$ cat config.mk
export PLATFORM = sky130hd
export DESIGN_NAME = all_pairs_dijkstra_cost_matrix
export DESIGN_NICKNAME = d
export VERILOG_FILES = /design/src/rtl/apd_pkg.sv /design/src/rtl/apd_datapath.sv /design/src/rtl/apd_controller.sv /design/src/rtl/all_pairs_dijkstra_cost_matrix.sv
export SDC_FILE = /design/constraint.sdc
export NUM_CORES = 1
export LEC_CHECK = 0
export ABC_AREA = 0
export BUFFER_PORTS_ARGS = -buffer_cell sky130_fd_sc_hd__buf_2
export CELL_PAD_IN_SITES_DETAIL_PLACEMENT = 1
export CELL_PAD_IN_SITES_GLOBAL_PLACEMENT = 1
export CORE_ASPECT_RATIO = 1.1
export CORE_MARGIN = 2
export CORE_UTILIZATION = 31
export CTS_CLUSTER_SIZE = 25
export DETAILED_ROUTE_END_ITERATION = 10
export PLACE_DENSITY = 0.6
export SYNTH_ARGS = -nofsm -noshare
export SYNTH_HDL_FRONTEND = slang
export SYNTH_SLANG_ARGS = --single-unit
export TNS_END_PERCENT = 10
$ cat constraint.sdc
create_clock -name i_clk -period 7.35 [get_ports i_clk]
set_input_delay 0.735 -clock i_clk [delete_from_list [all_inputs] [get_ports i_clk]]
set_output_delay 0.735 -clock i_clk [all_outputs]
set_load 0.1 [all_outputs]
$ cat src/rtl/apd_pkg.sv
// ----------------------------------------------------------------------------
// All-pairs shortest path package
// Shared constants, input kind codes and the controller-to-datapath command.
// ----------------------------------------------------------------------------
package apd_pkg;

    localparam int NODE_COUNT = 4;
    localparam int NODE_W     = (NODE_COUNT > 1) ? $clog2(NODE_COUNT) : 1;
    localparam int IDX_W      = 3;
    localparam int COST_W     = 10;
    localparam int DIST_W     = 13;
    localparam int KIND_W     = 2;

    localparam logic [IDX_W:0]      NODE_LIMIT = (IDX_W + 1)'(NODE_COUNT);
    localparam logic [NODE_W-1:0]   NODE_LAST  = NODE_W'(NODE_COUNT - 1);

    localparam logic [KIND_W-1:0] KIND_LOAD    = 2'd0;
    localparam logic [KIND_W-1:0] KIND_UPDATE  = 2'd1;
    localparam logic [KIND_W-1:0] KIND_COMPUTE = 2'd2;

    typedef struct packed {
        logic              wr_direct;
        logic              wr_swap;
        logic              rd_src;
        logic              init;
        logic              search;
        logic              relax;
        logic [NODE_W-1:0] src;
        logic [NODE_W-1:0] dest;
    } t_dp_cmd;

endpackage

$ cat src/rtl/apd_datapath.sv
// ----------------------------------------------------------------------------
// All-pairs shortest path datapath
// Row-wide cost memory, working distances, visited flags, minimum search
// and parallel relaxation across one cost row.
// ----------------------------------------------------------------------------
module apd_datapath (
    input  logic                        i_clk,
    input  logic                        i_rst_n,
    input  apd_pkg::t_dp_cmd            i_cmd,
    input  logic [apd_pkg::IDX_W-1:0]   i_node_a,
    input  logic [apd_pkg::IDX_W-1:0]   i_node_b,
    input  logic [apd_pkg::COST_W-1:0]  i_link_cost,
    output logic [apd_pkg::DIST_W-1:0]  o_path_distance
);
    import apd_pkg::*;

    typedef logic [NODE_COUNT-1:0][COST_W-1:0] t_row;

    t_row                mem [NODE_COUNT];
    t_row                r_row;
    logic [DIST_W-1:0]   r_dist [NODE_COUNT];
    logic [NODE_COUNT-1:0] r_visited;
    logic [NODE_W-1:0]   r_pick;
    logic [NODE_W-1:0]   r_wr_a;
    logic [NODE_W-1:0]   r_wr_b;
    logic [COST_W-1:0]   r_wr_cost;

    logic [DIST_W:0]     best;
    logic [NODE_W-1:0]   pick;
    logic [NODE_W-1:0]   rd_row;

    always_comb begin
        best = '1;
        pick = '0;
        for (int j = 0; j < NODE_COUNT; j++) begin
            if (!r_visited[j] && ({1'b0, r_dist[j]} < best)) begin
                best = {1'b0, r_dist[j]};
                pick = NODE_W'(j);
            end
        end
    end

    assign rd_row = i_cmd.search ? pick : i_cmd.src;

    always_ff @(posedge i_clk) begin
        if (i_cmd.wr_direct) begin
            mem[i_node_a[NODE_W-1:0]][i_node_b[NODE_W-1:0]] <= i_link_cost;
        end else if (i_cmd.wr_swap) begin
            mem[r_wr_b][r_wr_a] <= r_wr_cost;
        end
        if (i_cmd.rd_src || i_cmd.search) begin
            r_row <= mem[rd_row];
        end
        if (i_cmd.wr_direct) begin
            r_wr_a    <= i_node_a[NODE_W-1:0];
            r_wr_b    <= i_node_b[NODE_W-1:0];
            r_wr_cost <= i_link_cost;
        end
        if (i_cmd.search) begin
            r_pick <= pick;
        end
    end

    always_ff @(posedge i_clk) begin
        if (!i_rst_n) begin
            r_visited <= '0;
            for (int j = 0; j < NODE_COUNT; j++) begin
                r_dist[j] <= '0;
            end
        end else if (i_cmd.init) begin
            r_visited <= '0;
            for (int j = 0; j < NODE_COUNT; j++) begin
                r_dist[j] <= DIST_W'(r_row[j]);
            end
        end else if (i_cmd.search) begin
            r_visited[pick] <= 1'b1;
        end else if (i_cmd.relax) begin
            for (int j = 0; j < NODE_COUNT; j++) begin
                if (!r_visited[j] &&
                    (({1'b0, r_dist[r_pick]} + (DIST_W + 1)'(r_row[j]))
                     < {1'b0, r_dist[j]})) begin
                    r_dist[j] <= r_dist[r_pick] + DIST_W'(r_row[j]);
                end
            end
        end
    end

    assign o_path_distance = r_dist[i_cmd.dest];

endmodule

$ cat src/rtl/apd_controller.sv
// ----------------------------------------------------------------------------
// All-pairs shortest path controller
// Sequences cost writes, per-source search and relaxation rounds, and the
// emission of one distance row per source.
// ----------------------------------------------------------------------------
module apd_controller (
    input  logic                        i_clk,
    input  logic                        i_rst_n,
    input  logic                        i_in_valid,
    output logic                        o_in_ready,
    input  logic [apd_pkg::KIND_W-1:0]  i_kind,
    input  logic [apd_pkg::IDX_W-1:0]   i_node_a,
    input  logic [apd_pkg::IDX_W-1:0]   i_node_b,
    output logic                        o_out_valid,
    input  logic                        i_out_ready,
    output logic [apd_pkg::IDX_W-1:0]   o_source_node,
    output logic [apd_pkg::IDX_W-1:0]   o_dest_node,
    output logic                        o_last,
    output apd_pkg::t_dp_cmd            o_cmd
);
    import apd_pkg::*;

    typedef enum logic [2:0] {
        S_IDLE,
        S_SWAP,
        S_ROW,
        S_LOAD,
        S_SEARCH,
        S_RELAX,
        S_EMIT
    } t_state;

    t_state            r_state;
    logic [NODE_W-1:0] r_src;
    logic [NODE_W-1:0] r_round;
    logic [NODE_W-1:0] r_dest;

    logic accept;
    logic in_range;

    assign accept   = i_in_valid && o_in_ready;
    assign in_range = ({1'b0, i_node_a} < NODE_LIMIT) && ({1'b0, i_node_b} < NODE_LIMIT);

    assign o_in_ready  = (r_state == S_IDLE);
    assign o_out_valid = (r_state == S_EMIT);
    assign o_source_node = IDX_W'(r_src);
    assign o_dest_node   = IDX_W'(r_dest);
    assign o_last        = (r_src == NODE_LAST) && (r_dest == NODE_LAST);

    always_comb begin
        o_cmd           = '0;
        o_cmd.src       = r_src;
        o_cmd.dest      = r_dest;
        o_cmd.wr_direct = accept && in_range &&
                          ((i_kind == KIND_LOAD) || (i_kind == KIND_UPDATE));
        o_cmd.wr_swap   = (r_state == S_SWAP);
        o_cmd.rd_src    = (r_state == S_ROW);
        o_cmd.init      = (r_state == S_LOAD);
        o_cmd.search    = (r_state == S_SEARCH);
        o_cmd.relax     = (r_state == S_RELAX);
    end

    always_ff @(posedge i_clk) begin
        if (!i_rst_n) begin
            r_state <= S_IDLE;
            r_src   <= '0;
            r_round <= '0;
            r_dest  <= '0;
        end else begin
            unique case (r_state)
                S_IDLE: begin
                    if (accept) begin
                        if ((i_kind == KIND_UPDATE) && in_range) begin
                            r_state <= S_SWAP;
                        end else if (i_kind == KIND_COMPUTE) begin
                            r_src   <= '0;
                            r_state <= S_ROW;
                        end
                    end
                end
                S_SWAP: begin
                    r_state <= S_IDLE;
                end
                S_ROW: begin
                    r_state <= S_LOAD;
                end
                S_LOAD: begin
                    r_round <= '0;
                    r_state <= S_SEARCH;
                end
                S_SEARCH: begin
                    r_state <= S_RELAX;
                end
                S_RELAX: begin
                    if (r_round == NODE_LAST) begin
                        r_dest  <= '0;
                        r_state <= S_EMIT;
                    end else begin
                        r_round <= r_round + 1'b1;
                        r_state <= S_SEARCH;
                    end
                end
                S_EMIT: begin
                    if (i_out_ready) begin
                        if (r_dest == NODE_LAST) begin
                            if (r_src == NODE_LAST) begin
                                r_state <= S_IDLE;
                            end else begin
                                r_src   <= r_src + 1'b1;
                                r_state <= S_ROW;
                            end
                        end else begin
                            r_dest <= r_dest + 1'b1;
                        end
                    end
                end
                default: begin
                    r_state <= S_IDLE;
                end
            endcase
        end
    end

endmodule

$ cat src/rtl/all_pairs_dijkstra_cost_matrix.sv
// A load writes its cost and keeps the block ready; an update then writes the
// mirrored cost in a swap state. A compute holds the input not ready until its
// last result is taken and is ready in the cycle after: per source a row read,
// a load, a search and a relax state in each of NODE_COUNT rounds, then one
// result per cycle while the output is ready. Reset is synchronous, active low,
// and clears control state; the cost memory is not cleared.
// ----------------------------------------------------------------------------
// All-pairs shortest path over a dense cost matrix
// Holds an N-by-N link cost matrix and emits all least distances on request.
// ----------------------------------------------------------------------------
module all_pairs_dijkstra_cost_matrix (
    input  logic                        i_clk,
    input  logic                        i_rst_n,
    input  logic                        i_in_valid,
    output logic                        o_in_ready,
    input  logic [apd_pkg::KIND_W-1:0]  i_kind,
    input  logic [apd_pkg::IDX_W-1:0]   i_node_a,
    input  logic [apd_pkg::IDX_W-1:0]   i_node_b,
    input  logic [apd_pkg::COST_W-1:0]  i_link_cost,
    output logic                        o_out_valid,
    input  logic                        i_out_ready,
    output logic [apd_pkg::IDX_W-1:0]   o_source_node,
    output logic [apd_pkg::IDX_W-1:0]   o_dest_node,
    output logic [apd_pkg::DIST_W-1:0]  o_path_distance,
    output logic                        o_last
);
    import apd_pkg::*;

    t_dp_cmd cmd;

    apd_controller u_ctrl (
        .i_clk         (i_clk),
        .i_rst_n       (i_rst_n),
        .i_in_valid    (i_in_valid),
        .o_in_ready    (o_in_ready),
        .i_kind        (i_kind),
        .i_node_a      (i_node_a),
        .i_node_b      (i_node_b),
        .o_out_valid   (o_out_valid),
        .i_out_ready   (i_out_ready),
        .o_source_node (o_source_node),
        .o_dest_node   (o_dest_node),
        .o_last        (o_last),
        .o_cmd         (cmd)
    );

    apd_datapath u_dp (
        .i_clk           (i_clk),
        .i_rst_n         (i_rst_n),
        .i_cmd           (cmd),
        .i_node_a        (i_node_a),
        .i_node_b        (i_node_b),
        .i_link_cost     (i_link_cost),
        .o_path_distance (o_path_distance)
    );

    a_no_overlap: assert property (@(posedge i_clk) disable iff (!i_rst_n)
        !(o_out_valid && o_in_ready))
        else $error("input accepted while results are pending");

    a_compute_busy: assert property (@(posedge i_clk) disable iff (!i_rst_n)
        (i_in_valid && o_in_ready && (i_kind == KIND_COMPUTE)) |=> !o_in_ready)
        else $error("compute transaction did not occupy the block");

    a_last_frees: assert property (@(posedge i_clk) disable iff (!i_rst_n)
        (o_out_valid && i_out_ready && o_last) |=> (o_in_ready && !o_out_valid))
        else $error("block not idle after final result");

    a_not_last_busy: assert property (@(posedge i_clk) disable iff (!i_rst_n)
        (o_out_valid && i_out_ready && !o_last) |=> !o_in_ready)
        else $error("block went idle before final result");

endmodule
==> metrics.yaml, run 1 <==
rsz0062_at_grt: "no"
synth_flop_cell: "edfxtp_1"
grt_pass1_vias: 10400
drt_iter0_drc: 682
clk_latency_ns: 0.55
status: "finished, final reports clean"
die_w_microns: 218
start_util: 0.312
avgSynthCellArea_sq_um: 13.4
drive_gt1_frac: 0.179
die_y_microns: 239
end_kind: "flip-flop"
area_delta_synth_final_pct: 15.2
yosys.cell_types.count: 72
pwr-share-clk: 0.433
grt_start_max_net_pins: 41
synth_cells: 1163
ant_nets: 0
crit_path_max_incr_delay_ns: 0.52
core_sq_um: 49900
synth_edf_count: 265
num_antenna_cells: 0
clock-sinks: 285
start_kind: "flip-flop"
gp_congestion: 0.844
final-setup-viol-count: 0
worst_pin_slew_ns: 1.19
pin_count: 44
min_period_ns: 6.94
fin_setup_tns_ns: 0
vdd_ir_drop_max_mv: 0.119
maxSlewHeadroom: 0.202
cp.arrival_ns: 7.20
hold_class: "in2reg"
path_clk_slew_ns: 0.07
wl_per_cell_microns: 22.1
synth-seq-cells: 285
tritoncts: "yes"
numCtsBuffers: 36
dieArea_sq_um: 52100
switching_share: 0.263
skew_ns: 0.0221
path_class: "reg2reg"
hold_viol: 0
powerDensity_nw_per_um2: 249
via_count: 9770
maxSlewViolCount: 0
sequentialPowerShare: 0.422
ys_warn_count: 0
ctsRootBufferMaster: "clkbuf_16"
grt.overflow.total: 0
rows: 86
grt_pass1_wl_mm: 64.8
power.switching_mw: 1.18
drv_cap: 0
holdWs_ns: 0.391
io_buffer_count: 41
async_flop_share: 0
combPwrFrac: 0.146
worst_ep_required_time_ns: 7.62
dr.pass1.iters: 4
cp_slowest_cell: "mux4_2"
grt_usage: 0.165
antenna_found_initial: 0
cts.htree.levels: 2
seq_area_frac_synth: 0.536
fin_nets: 1377
p_leak_nw: 6.68
cts.path.max_buffers: 3
fmax_mhz: 144
drt-total-wl_mm: 42.3
vias_per_cell: 5.11
netlist_area_sq_um: 15600
dp_hpwl_mm: 31.3
worstPathMaxFanout: 19
finalCritPeriodShare: 0.944
drc_errors: 0
p_int_mw: 3.30
[worst max-delay path: cells and delay by family (launching register included)]
| family | cells | cell delay, ns |
|---|---|---|
| AOI/OAI and AO/OA | 13 | 2.35 |
| muxes | 3 | 1.14 |
| buffers and inverters | 4 | 0.79 |
| and+or+nand+nor | 5 | 0.98 |
| DFF | 1 | 0.47 |
| adders and majority gates | 3 | 0.88 |
[sequential cells by signal, summed over array words and instances, names as in the netlist, named ones only]
| name | cells |
|---|---|
| u_dp.r_visited | 4 |
| u_ctrl.r_state | 3 |
| u_ctrl.r_round | 2 |
| u_dp.r_wr_cost | 10 |
| u_dp.r_wr_b | 2 |
| u_ctrl.r_src | 2 |
| u_dp.r_dist | 52 |
| u_ctrl.r_dest | 2 |
| u_dp.mem | 160 |
| u_dp.r_row | 40 |
| u_dp.r_wr_a | 2 |
| u_dp.r_pick | 2 |
[cell usage in the layout (no fill, tap or decap), types with 9 or more instances in the layout]
master,count
a21oi_1,74
buf_4,22
nor3_1,14
a31oi_1,10
mux2_2,19
nand2_1,54
edfxtp_1,265
nor2b_1,9
mux2i_1,12
nand2b_1,9
o2bb2ai_1,10
a21o_1,33
a22o_1,20
buf_2,41
o211ai_1,11
and2_1,12
o21ai_0,30
xnor2_1,30
xor2_1,11
nor2_1,85
dfxtp_1,20
o21bai_1,20
ha_1,124
mux4_2,65
clkbuf_16,37
inv_1,85
[timing repair]
| action | CTS | global route |
|---|---|---|
| hold buffers | 0 | 0 |
| endpoints found under the setup margin | 0 | 38 |
| gates resized for setup | 0 | 0 |
| setup buffers | 0 | 2 |
[final cells by class]
cell class,instances,area [sq um]
multi-input combinational,749,6670
clock inverter,24,355
timing repair buffer,69,490
inverter,86,323
tap,660,826
clock buffer,40,937
sequential,285,8360
fill,5269,32000
[per-layer routing]
metal	part of all wire	up-vias	GRT usage
li1	-	4590	-
met1	0.44	4966	0.210
met4	0.029	0	0.0561
met2	0.49	156	0.287
met5	0	-	0
met3	0.033	58	0.0254
[cells by family (layout without fill, tap and decap cells)]
group,Yosys count,in the layout,share of synthesized area
AOI/OAI and AO/OA,259,259,0.113
xor gates and xnor gates,41,41,0.0230
adders and majority gates,128,128,0.105
buffers and inverters,130,219,0.0380
DFF,285,285,0.536
muxes,98,98,0.117
other,1,2,0.000240
and+or+nand+nor,221,221,0.0679
[power groups by stage]
stage / registers, mW / clock network, mW / logic, mW
2_1_floorplan: 1.89 / 0 / 0.483
3_3_place_gp: 1.92 / 0 / 0.631
3_5_place_dp: 1.92 / 0 / 0.650
4_1_cts: 1.88 / 1.98 / 0.657
5_1_grt: 1.89 / 2.04 / 0.734
6_report: 1.88 / 1.94 / 0.651
[synth_stat cells (11+ instances only)]
master,n,share of area
a21o_1,33,0.016
a21oi_1,76,0.024
a22o_1,20,0.011
and2_1,12,0.0048
clkbuf_1,23,0.0055
dfxtp_1,20,0.026
edfxtp_1,265,0.51
ha_1,124,0.099
inv_1,85,0.020
mux2_2,19,0.014
mux2i_1,12,0.0077
mux4_2,65,0.094
nand2_1,54,0.013
nor2_1,85,0.020
nor3_1,14,0.0045
o211ai_1,11,0.0053
o21ai_0,30,0.0096
o21bai_1,20,0.0096
xnor2_1,30,0.017
xor2_1,11,0.0062
[stage by stage]
| stage | cell area, sq um | util | cells | total power [mW] | setup WS [ns] |
|---|---|---|---|---|---|
| final | 18000 | 0.360 | 1913 | 4.47 | 0.413 |
| after CTS | 17900 | 0.359 | 1911 | 4.52 | 0.224 |
| after global routing | 18000 | 0.360 | 1913 | 4.66 | 0.0176 |
| after floorplan | 15600 | - | 1164 | 2.37 | 0.362 |
| after global placement | 16600 | 0.333 | 1847 | 2.55 | 0.411 |
| after detailed placement | 16600 | 0.333 | 1847 | 2.57 | 0.291 |
[path summary, 6_finish.rpt]
kind,startpoint,to,slack (ns),depth (start not counted)
setup / recovery,u_dp.r_visited[0],u_dp.r_row[21],0.41,28
hold reg to reg,u_dp.r_pick[1],flip-flop,0.53,2
hold / removal,i_link_cost[2],u_dp.r_wr_cost[2],0.39,1
setup reg to reg,u_dp.r_visited[0],u_dp.r_row[21],0.41,28
(Power assumes the default switching activity.)
==> run 2, diff against run 1 <==
--- a/config.mk
+++ b/config.mk
@@ -12,6 +12,7 @@
 export CORE_ASPECT_RATIO = 1.1
 export CORE_MARGIN = 2
 export CORE_UTILIZATION = 31
+export CTS_BUF_LIST = sky130_fd_sc_hd__clkbuf_16
 export CTS_CLUSTER_SIZE = 25
 export DETAILED_ROUTE_END_ITERATION = 10
 export PLACE_DENSITY = 0.6
==> run 2 against run 1 <==
Effect of this change:
- clock skew is essentially flat
- design area is the same
- count of clock-buffer cells in the layout shrank 3
- register-to-register slack is essentially flat
- fmax is essentially flat
- die area is the same
- setup slack is essentially flat
- power shrank 0.10%
- global-route usage is the same
- non-clock buffer count is the same
- first-iteration DRC count grew 1.2%
- routed wire length is essentially flat
- largest power group unchanged
- highest routed layer unchanged
==> metrics.yaml, run 2 (synthesis results as in run 1) <==
status: "finished, final reports clean"
numCtsBuffers: 36
grt_usage: 0.165
clock-sinks: 285
drc_errors: 0
wl_per_cell_microns: 22.1
worstPathMaxFanout: 19
maxSlewHeadroom: 0.216
holdBufCountCts: 0
core_sq_um: 49900
io_buffer_count: 41
pin_count: 44
postCtsSetupRepairBufs: 0
antenna_found_initial: 0
largest_register_ffs: 160
path_clk_slew_ns: 0.07
skew_ns: 0.0222
die_w_microns: 218
die_y_microns: 239
p_leak_nw: 6.69
fmax_mhz: 144
vdd_ir_drop_max_mv: 0.119
hold_depth: 1
dr.pass1.iters: 4
rows: 86
grt_start_max_net_pins: 41
crit_path_max_incr_delay_ns: 0.52
regMostFlops: "u_dp.mem"
final_cell_mix: "265 x edfxtp_1, 124 x ha_1, 88 x inv_1"
num_antenna_cells: 0
via_count: 9775
fin_setup_tns_ns: 0
cts.path.max_buffers: 3
ant_nets: 0
drv_cap: 0
rsz0062_at_grt: "no"
dp_hpwl_mm: 31.3
dieArea_sq_um: 52100
hold_viol: 0
min_period_ns: 6.94
tritoncts: "yes"
reg2reg_depth: 28
end_kind: "flip-flop"
drt_iter0_drc: 690
worst_ep_required_time_ns: 7.62
start_util: 0.312
clk_latency_ns: 0.55
cp.arrival_ns: 7.20
vias_per_cell: 5.11
grt_pass1_wl_mm: 64.8
grt_pass1_vias: 10400
maxSlewViolCount: 0
area_delta_synth_final_pct: 15.2
reg_top3: "u_dp.mem (160), u_dp.r_dist (52), u_dp.r_row (40)"
finalCritPeriodShare: 0.944
drive_gt1_frac: 0.179
drt-total-wl_mm: 42.3
hold_class: "in2reg"
cts.htree.levels: 2
powerDensity_nw_per_um2: 249
gp_congestion: 0.844
final-setup-viol-count: 0
grt.overflow.total: 0
path_class: "reg2reg"
ctsRootBufferMaster: "clkbuf_16"
final_common_cell: "edfxtp_1"
worst_pin_slew_ns: 1.17
ctsResizeCount: 0
fin_nets: 1377
fin_util: 0.360
start_kind: "flip-flop"
cp_slowest_cell: "mux4_2"
==> run 2: worst max-delay path: cells and delay by family, from the launching register on <==
kind	cells	cell delay [ns]
and+or+nand+nor	5	0.98
buffers and inverters	4	0.79
adders and majority gates	3	0.88
muxes	3	1.14
AOI/OAI and AO/OA	13	2.35
DFF	1	0.47
==> run 2: path summary, 6_finish.rpt <==
path	slack, ns	start	end
max	0.41	u_dp.r_visited[0]	u_dp.r_row[21]
min	0.39	i_link_cost[2]	u_dp.r_wr_cost[2]
max reg2reg	0.41	u_dp.r_visited[0]	u_dp.r_row[21]
min reg2reg	0.53	u_dp.r_pick[1]	flip-flop
==> run 2: per-stage QoR <==
step / total power [mW] / worst slack, ns / hold WS [ns] / instance area, sq um / instances
after detailed placement: 2.57 / 0.291 / 0.515 / 16600 / 1847
after CTS: 4.52 / 0.224 / 0.365 / 17900 / 1911
final: 4.47 / 0.413 / 0.391 / 18000 / 1913
after floorplan: 2.37 / 0.362 / 0.451 / 15600 / 1164
after global placement: 2.55 / 0.411 / 0.509 / 16600 / 1847
after global routing: 4.66 / 0.0176 / 0.368 / 18000 / 1913
==> run 2: routing by layer <==
metal / global-route usage / up-vias / share of wire
li1: - / 4591 / -
met1: 0.210 / 4972 / 0.44
met2: 0.287 / 154 / 0.49
met3: 0.0254 / 58 / 0.033
met4: 0.0561 / 0 / 0.029
met5: 0 / - / 0
==> run 2: power by group <==
group          leakage (nW)  switching (mW)  internal [mW]
Clock                 0.638           0.724           1.21
Combinational          3.43           0.399          0.251
Sequential             2.62          0.0513           1.83
==> run 2: cell type report <==
| cell class | count | area [sq um] |
|---|---|---|
| inverter | 86 | 323 |
| tap | 660 | 826 |
| clock buffer | 37 | 926 |
| sequential | 285 | 8360 |
| timing repair buffer | 69 | 490 |
| clock inverter | 27 | 367 |
| fill | 5269 | 32000 |
| multi-input combinational | 749 | 6670 |
